### config.mk
export PLATFORM = sky130hd
export DESIGN_NAME = kbst_ram
export DESIGN_NICKNAME = d
export VERILOG_FILES = /design/src/hw/rtl/keyed_bitmap_set_table_defines.svh /design/src/hw/rtl/kbst_ram.sv
export SDC_FILE = /design/constraint.sdc
export NUM_CORES = 1
export LEC_CHECK = 0
export BUFFER_PORTS_ARGS = -buffer_cell sky130_fd_sc_hd__buf_2
export CELL_PAD_IN_SITES_DETAIL_PLACEMENT = 1
export CELL_PAD_IN_SITES_GLOBAL_PLACEMENT = 1
export CORE_AREA = 2 2 99 101
export DETAILED_ROUTE_END_ITERATION = 10
export DIE_AREA = 0 0 101 103
export PLACE_DENSITY_LB_ADDON = 0.1
export SYNTH_ARGS = -nofsm -noshare
export SYNTH_HDL_FRONTEND = slang
export SYNTH_SLANG_ARGS = --single-unit
### constraint.sdc
create_clock -name clk -period 2.9 [get_ports clk]
set_input_delay 0.145 -clock clk [delete_from_list [all_inputs] [get_ports clk]]
set_output_delay 0.145 -clock clk [all_outputs]
set_load 0.01 [all_outputs]
### src/hw/rtl/keyed_bitmap_set_table_defines.svh
// assertion macros used by keyed_bitmap_set_table
`ifndef KEYED_BITMAP_SET_TABLE_DEFINES_SVH
`define KEYED_BITMAP_SET_TABLE_DEFINES_SVH

`ifndef ASSERT_OFF
// same-cycle implication, reset masks the check
`define KBST_ASSERT(lbl, clk, rst_n, ante, cons, msg) \
	lbl: assert property (@(posedge clk) disable iff (!rst_n) (ante) |-> (cons)) else $error(msg);
// next-cycle implication, reset masks the check
`define KBST_ASSERT_NXT(lbl, clk, rst_n, ante, cons, msg) \
	lbl: assert property (@(posedge clk) disable iff (!rst_n) (ante) |=> (cons)) else $error(msg);
`else
`define KBST_ASSERT(lbl, clk, rst_n, ante, cons, msg)
`define KBST_ASSERT_NXT(lbl, clk, rst_n, ante, cons, msg)
`endif

`endif

### src/hw/rtl/kbst_ram.sv
module kbst_ram #(
	parameter int WIDTH = 8,
	parameter int DEPTH = 16
) (
	input  logic                     clk,
	input  logic                     wr_en,
	input  logic [$clog2(DEPTH)-1:0] wr_addr,
	input  logic [WIDTH-1:0]         wr_data,
	input  logic                     rd_en,
	input  logic [$clog2(DEPTH)-1:0] rd_addr,
	output logic [WIDTH-1:0]         rd_data
);

	logic [WIDTH-1:0] mem_q [DEPTH];
	logic [WIDTH-1:0] rd_data_q;

	// single write port
	always_ff @(posedge clk) begin
		if (wr_en) begin
			mem_q[wr_addr] <= wr_data;
		end
	end

	// registered read port
	always_ff @(posedge clk) begin
		if (rd_en) begin
			rd_data_q <= mem_q[rd_addr];
		end
	end

	assign rd_data = rd_data_q;

endmodule

==> results of run 1 <==
[synth_stat cells]
library cell,n
buf_6,3
buf_4,1
nor2b_1,1
nand2b_1,2
or3b_2,1
nand2_1,9
mux4_2,18
nand3_1,1
nor2_1,13
nor3_1,4
clkdlybuf4s25_2,3
edfxtp_1,136
mux4_1,14
buf_2,3
and2_1,1
a22oi_1,16
nand3b_1,2
and2b_1,1
[worst max-delay path, cell delays in order (launching register included)]
cell      delay [ps]
edfxtp_1         380
mux4_1           520
a22oi_1          240
nand2_1          130
[how the worst max path moves through the flow]
stage | to | startpoint | cells after the start
floorplan | mem_q[0][0] | wr_addr[2] | 2
global placement | rd_data[1] | rd_addr[1] | 4
detailed placement | rd_data[5] | rd_addr[1] | 4
CTS | rd_data[2] | mem_q[1][2] | 3
global route | rd_data[0] | mem_q[1][0] | 3
finish | rd_data[2] | mem_q[1][2] | 3
[registers in the layout, summed over array words and instances (netlist names)]
signal and count:
rd_data 8, mem_q 128
[report_power, final]
part	switching [mW]	leakage [nW]	total (mW)	internal [mW]
Sequential	0.0120	1.24	2.23	2.22
Combinational	0.119	0.508	0.200	0.0810
Clock	0.733	0.287	2.11	1.37
Total	0.864	2.03	4.53	3.67
[repair_timing]
item                                   CTS  global route
buffers inserted                         0             0
endpoints found under the hold margin    8             0
hold buffers                             1             0
[logic make-up (layout without fill, tap and decap cells)]
kind of cell / after synthesis / in the layout / synth area share
muxes: 32 / 32 / 0.148
DFF: 136 / 136 / 0.781
AOI/OAI and AO/OA: 16 / 16 / 0.0230
and+or+nand+nor: 35 / 35 / 0.0314
buffers and inverters: 10 / 64 / 0.0165
[per-layer routing]
metal	wire length [um]	global-route usage
met4	197	0.0780
met1	4640	0.309
met5	0	0
met2	4910	0.330
met3	405	0.0637
[metrics by stage]
step	area [um^2]	utilization	total power, mW
after global placement	5460	0.578	2.46
after global routing	6050	0.640	4.67
final	6050	0.640	4.53
after CTS	6050	0.640	4.57
after detailed placement	5460	0.578	2.47
after floorplan	5230	-	2.38
[area by class of cell]
type | instances | area [um^2]
Tap cell | 114 | 143
Sequential cell | 136 | 4080
Clock buffer | 19 | 422
Multi-Input combinational cell | 83 | 1060
Fill cell | 770 | 3400
Timing Repair Buffer | 32 | 190
Clock inverter | 13 | 159
==> qor.txt, run 1 <==
status - finished clean
max-cap violations - 0
Initial Util - 0.553
Max Fclk - 648 MHz
Worst Hold End - mem_q[4][2]
hold wc startpoint - wr_data[2]
Peak VDD IR - 380 uV
commonest non-fill, non-tap cell in the layout - edfxtp_1
Crit. End Element - flop
Finished Layout Cells - 397
worst-path maximum fanout - 1
main area contributors after synthesis - edfxtp_1, mux4_2, mux4_1, a22oi_1, nor2_1
Reg2Reg Launch Point - mem_q[1][2]
ant diodes - 0
DP Wirelength - 6400 um
worst hold slack - 22.0 ps
I/O pin count - 27
Synth top area share - 0.781
Setup WS post-layout - 1360 ps
R2R depth - 3
pre-CTS setup slack - 1070 ps
Synth Register Bits - 136
Final setup violation count - 0
antenna violations before repair - 0
vias in the first global route - 2577
global route overflow - 0
post-route ant nets - 0
area grow syn2layout - 15.8%
Cell Rows - 36
sum of negative setup slack - 0 ps
Avg WL per Cell - 25.6 um
pwr/cell area - 749 nW/um^2
CTS tree - built
cts repair resizes - 0
Worst Skew - 6.10 ps
first-pass GRT wire length - 15500 um
flop2flop setup slack - 1360 ps
initial drt markers - 126
gpl congestion - 0.734
RSZ-0062 raised after global routing - false
clock tree sinks - 136
Synth cell types - 18
Residual DRC - 0
Total GRT Usage - 0.218
die area - 10400 um^2
actual slew at the worst max-slew pin - 916 ps
fin crit period - 1540 ps
CTS Buf Count - 17
port buffer count - 26
Post-Syn Area - 5230 um^2
DRT Pass-1 Iters - 4
area leader, netlist - edfxtp_1
Reg2Reg Capture Point - rd_data[2]
Clock Pin Slew Worst Setup and Hold Paths - 60 ps
worst hold path class - in -> reg
area of the core - 9460 um^2
Vias - 2427
WP data arrival - 1790 ps
Post-Route WL - 10200 um
largest net degree at the start of global routing - 33
crit start category - flop
CTS root buf - clkbuf_8
clk buf depth - 2
Mapped Avg Cell Area - 22.8 um^2
Max-slew headroom - 0.387
worst-skew pair later-pin latency - 510 ps
Hold Path Stages - 1
Final Hold Vio Count - 0
most frequent cells in the layout - edfxtp_1, buf_2, mux4_2
Final nets - 289
max-slew violations - 0
Synth Instances - 229
post-synthesis sequential area ratio - 0.781
syn_nets - 248
die height - 103 um
chip width - 101 um
layout cells sized above 1 - 0.265
LEAKAGE - 2.03 nW
Vias/cell - 6.11
CP Class - reg -> reg
Worst EP required - 3150 ps
placed insts - 364
Final Cycle Share - 0.532
H-Tree Depth - 4
Yosys warnings - 0
No activity file was read; power rests on OpenSTA's default activity.
==> run 2: changes to the inputs <==
ABC_AREA = 1   (was default)
CORE_AREA = 2 2 113 115   (was 2 2 99 101)
DIE_AREA = 0 0 115 117   (was 0 0 101 103)
clock period = 1.6 ns   (was 2.9 ns; I/O delays follow)
==> run 2 against run 1 <==
Effect of this change:
- critical endpoint is now rd_data[1]
- fmax grew 30%
- clock power grew 56%
- first-iteration DRC count grew 110%
- sequential power grew 81%
- utilization shrank 9.5 points
==> qor.txt, run 2 <==
Final Hold Vio Count - 0
max reg flops - 128
CTS root buf - clkbuf_16
Post-Route WL - 15400 um
pwr/cell area - 1170 nW/um^2
actual slew at the worst max-slew pin - 691 ps
Crit-path slowest cell - edfxtp_1
Yosys warnings - 0
DP Wirelength - 9580 um
Worst EP required - 1760 ps
fillcell total - 1380
chip width - 115 um
Critical Path, Cell by Cell - inv_1 -> nand2_1 -> nand3_1 -> nand3_1 -> nand3_1 -> nand2_1
worst path buffer plus inverter count - 1
antenna violations before repair - 0
clk buf depth - 2
WP data arrival - 1350 ps
gpl congestion - 0.837
worst-path maximum fanout - 1
area grow syn2layout - 14.9%
cts repair resizes - 0
fin crit period - 1190 ps
ant diodes - 0
Worst Skew - 4.49 ps
Final Power - 7.88 mW
crit start category - flop
worst hold slack - 26.6 ps
Vias/cell - 5.22
H-Tree Depth - 4
post-synthesis sequential area ratio - 0.698
Final setup violation count - 0
Cell Rows - 41
Util after Layout - 0.546
Synth cell types - 11
Final Cycle Share - 0.744
max-cap violations - 0
die area - 13500 um^2
number of synthesized flops with an enable pin - 136
ys flop type - edfxtp_1
Synth Instances - 551
Post-Syn Area - 5850 um^2
Total GRT Usage - 0.248
fin area - 6720 um^2
Clock Pin Slew Worst Setup and Hold Paths - 50 ps
hold buffers post-CTS - 0
internal power - 6.12 mW
area of the core - 12300 um^2
most common library cells after synthesis - nand2_1, edfxtp_1, inv_1, nand3_1, nor2_1
CP Class - reg -> reg
Synth Register Bits - 136
port buffer count - 26
Register Area - 4080 um^2
syn_nets - 570
LEAKAGE - 2.91 nW
RSZ-0062 raised after global routing - false
CTS tree - built
global route overflow - 0
most frequent cells in the layout - nand2_1, edfxtp_1, inv_1
first-pass GRT wire length - 23600 um
Peak VDD IR - 595 uV
area leader, netlist - edfxtp_1
crit-path leading delay family - simple AND/OR/NAND/NOR gates
commonest non-fill, non-tap cell in the layout - nand2_1
status - finished clean
Avg WL per Cell - 20.3 um
main area contributors after synthesis - edfxtp_1, nand2_1, nand3_1, inv_1, buf_6
Comb pwr share - 0.067
clock tree sinks - 136
switching part of the total - 0.223
sum of negative setup slack - 0 ps
register share of total power - 0.513
worst-skew pair later-pin latency - 420 ps
crit-path most repeated cell - nand3_1
Mapped Avg Cell Area - 10.6 um^2
initial drt markers - 267
DRT Pass-1 Iters - 4
Synth top area share - 0.698
Switch Pwr - 1.75 mW
vias in the first global route - 4178
worst hold path class - in -> reg
layout cells sized above 1 - 0.121
Post-CTS Setup Bufs - 0
die height - 117 um
I/O pin count - 27
largest register by flop count - mem_q
Crit. End Element - flop
most frequent cell after synthesis - nand2_1
Max-slew headroom - 0.538
Max Fclk - 840 MHz
Async SR Flop Fraction - 0
max-slew violations - 0
Final nets - 617
largest net degree at the start of global routing - 53
Residual DRC - 0
part of the power in the clock network - 0.419
Initial Util - 0.475
CTS Buf Count - 17
area occupied by multi-input gates - 1210 um^2
CP max stage delay - 370 ps
post-route ant nets - 0
Vias - 3975
placed cell areas - 6230 um^2
## run 2: cell types whose count changed in the layout (fill, tap and decap cells not counted), sizes merged, moves of 4 or more
| cell | change |
|---|---|
| nand3 | +96 |
| nand2 | +164 |
| clkbuf | +7 |
| nor2 | +4 |
| a22oi | -16 |
| bufinv | -4 |
| inv | +102 |
| nor3 | -4 |
| mux4 | -32 |
| buf | +21 |
## run 2: area by class of cell
type,instances,share of cell area
clock buffer,26,0.0684
timing repair buffer,52,0.0540
tap,150,0.0279
clock inverter,6,0.00391
inverter,102,0.0570
sequential,136,0.608
multi-input combinational,289,0.181
## run 2: power by group through the flow
| stage | logic, mW | clock network (mW) | registers [mW] |
|---|---|---|---|
| 2_1_floorplan | 0.281 | 0 | 4.11 |
| 4_1_cts | 0.537 | 3.35 | 4.04 |
| 3_3_place_gp | 0.511 | 0 | 4.11 |
| 3_5_place_dp | 0.527 | 0 | 4.12 |
| 5_1_grt | 0.585 | 3.50 | 4.05 |
| 6_report | 0.529 | 3.30 | 4.04 |
## run 2: cells by family after synthesis
kind of cell / after synthesis / synth area share
flops: 136 / 0.698
buf+inv: 126 / 0.0939
simple gates: 289 / 0.208
## run 2: worst paths after layout
| path | from | endpoint | slack, ps | depth (start not counted) |
|---|---|---|---|---|
| min reg2reg | mem_q[2][5] | rd_data[5] | 760 | 6 |
| max reg2reg | mem_q[1][1] | rd_data[1] | 410 | 6 |
| max | mem_q[1][1] | rd_data[1] | 410 | 6 |
| min | rd_en | rd_data[7] | 30 | 1 |
## run 2: metrics by stage
| stage | std cells | setup WS, ps |
|---|---|---|
| after floorplan | 551 | 569 |
| after global placement | 729 | 215 |
| after detailed placement | 729 | 190 |
| after CTS | 761 | 382 |
| after global routing | 761 | 311 |
| final | 761 | 410 |
## run 2: per-layer routing
metal	wire (um)	global-route usage	share of wire
met5	0	0	0
met2	7880	0.428	0.51
met3	970	0.0458	0.063
met1	6280	0.308	0.41
met4	308	0.108	0.020
==> run 3: changes to the inputs <==
CORE_AREA = 2 2 119 121   (was 2 2 113 115)
DIE_AREA = 0 0 121 123   (was 0 0 115 117)
clock period = 1.02 ns   (was 1.6 ns; I/O delays follow)
==> run 3 against run 2 <==
Effect of this change:
- the flow now finishes with violations (setup timing)
- register-to-register slack lost 480 ps
- wire length fell by 0.93%
- worst hold slack worse by 7.6 ps
- non-clock buffer count is 10 higher
- critical path type unchanged
- critical endpoint is now rd_data[2]
==> qor.txt, run 3 (same netlist as run 2, synthesis figures left out) <==
status - complete, but fails checks
violated checks - setup timing
chip width - 121 um
Critical Path, Cell by Cell - inv_1 -> nand2_1 -> nand3_1 -> nand3_2 -> nand3_2 -> nand2_1
pwr/cell area - 1890 nW/um^2
Crit-path slowest cell - edfxtp_1
Avg WL per Cell - 19.1 um
placed cell areas - 6370 um^2
Post-Route WL - 15300 um
commonest non-fill, non-tap cell in the layout - nand2_1
CTS tree - built
actual slew at the worst max-slew pin - 504 ps
Final Cycle Share - 1.07
gpl congestion - 0.791
area grow syn2layout - 25.8%
max reg flops - 128
clk buf depth - 2
Post-CTS Setup Bufs - 0
Util after Layout - 0.540
Worst EP required - 1190 ps
Vias/cell - 4.92
vias in the first global route - 4204
clock tree sinks - 136
max-slew violations - 0
Clock Pin Slew Worst Setup and Hold Paths - 60 ps
die height - 123 um
crit start category - flop
LEAKAGE - 3.18 nW
Final nets - 627
Peak VDD IR - 838 uV
ant diodes - 0
die area - 14900 um^2
port buffer count - 26
Worst Skew - 9.10 ps
worst-path maximum fanout - 1
CP Class - reg -> reg
fin area - 7350 um^2
pre-CTS setup slack - -261 ps
RSZ-0062 raised after global routing - true
initial drt markers - 228
H-Tree Depth - 4
Residual DRC - 0
worst-skew pair later-pin latency - 420 ps
first-pass GRT wire length - 23800 um
Setup WS post-layout - -72.2 ps
I/O pin count - 27
Crit. End Element - flop
WP data arrival - 1270 ps
CP max stage delay - 370 ps
Final setup violation count - 10
area of the core - 13600 um^2
max-cap violations - 0
DRT Pass-1 Iters - 5
Initial Util - 0.430
fin crit period - 1090 ps
antenna violations before repair - 0
Total GRT Usage - 0.222
Final Power - 13.9 mW
largest net degree at the start of global routing - 59
Max-slew headroom - 0.664
layout cells sized above 1 - 0.264
CTS root buf - clkbuf_16
worst hold path class - in -> reg
Final Hold Vio Count - 0
largest register by flop count - mem_q
crit-path leading delay family - simple AND/OR/NAND/NOR gates
worst path buffer plus inverter count - 1
CTS Buf Count - 17
sum of negative setup slack - -444 ps
Cell Rows - 43
Max Fclk - 916 MHz
post-route ant nets - 0
most frequent cells in the layout - nand2_1, edfxtp_1, inv_1
DP Wirelength - 9840 um
Vias - 3938
global route overflow - 0
## run 3: cell types whose count changed in the layout (fill, tap and decap cells not counted), moves of 2 or more
| cell | delta |
|---|---|
| nand3_2 | +60 |
| bufinv_16 | +5 |
| buf_4 | +6 |
| buf_12 | +3 |
| clkinvlp_4 | +2 |
| inv_1 | -2 |
| nand2_1 | -8 |
| clkbuf_1 | -9 |
| nand2_2 | +8 |
| nand3_1 | -61 |
| clkinv_2 | +2 |
| inv_2 | +2 |
## run 3: worst reg2reg max path: cells and delay by family, from the launching register on
| family | cells | cell delay (ps) |
|---|---|---|
| buffers and inverters | 1 | 60 |
| DFF | 1 | 370 |
| and+or+nand+nor | 5 | 400 |
## run 3: stage by stage
step / cells / hold WS (ps)
after detailed placement: 768 / 412
after global routing: 801 / 10.6
after global placement: 768 / 414
after CTS: 801 / 3.30
final: 801 / 19.0
after floorplan: 551 / 150
## run 3: path summary, 6_finish.rpt
path / end / slack (ps) / cells past startpoint / from
setup / recovery: rd_data[2] / -70 / 6 / mem_q[9][2]
hold / removal: rd_data[6] / 20 / 1 / rd_en
setup reg to reg: rd_data[2] / -70 / 6 / mem_q[9][2]
hold reg to reg: rd_data[7] / 770 / 6 / mem_q[6][7]
## run 3: where the power goes
group / internal, mW / leakage (nW) / switching [mW]
Sequential: 6.30 / 1.24 / 0.0365
Clock: 4.30 / 0.308 / 2.30
Combinational: 0.326 / 1.63 / 0.656
## run 3: routing by layer
metal  global-route usage  wire length, um  vias to the layer above  part of all wire
li1                     -                -                     1895                 -
met1                0.289             6940                     1972              0.45
met2                0.369             7690                       63              0.50
met3               0.0544              561                        8             0.037
met4               0.0719               95                        0            0.0062
met5                    0                0                        -                 0
## run 3: final cells by class
cell class	count	area, um^2
clock inverters	15	206
inverters	102	383
well taps	180	225
repair buffers	62	484
multi-input cells	289	1550
fillers	1472	6260
clock buffers	17	425
flip-flops and latches	136	4080
## run 3: repair_timing
item	CTS	global route
hold buffers	1	0
hold endpoints to repair	1	0
pin swaps	14	27
resized for setup	32	42
endpoints found under the setup margin	13	14
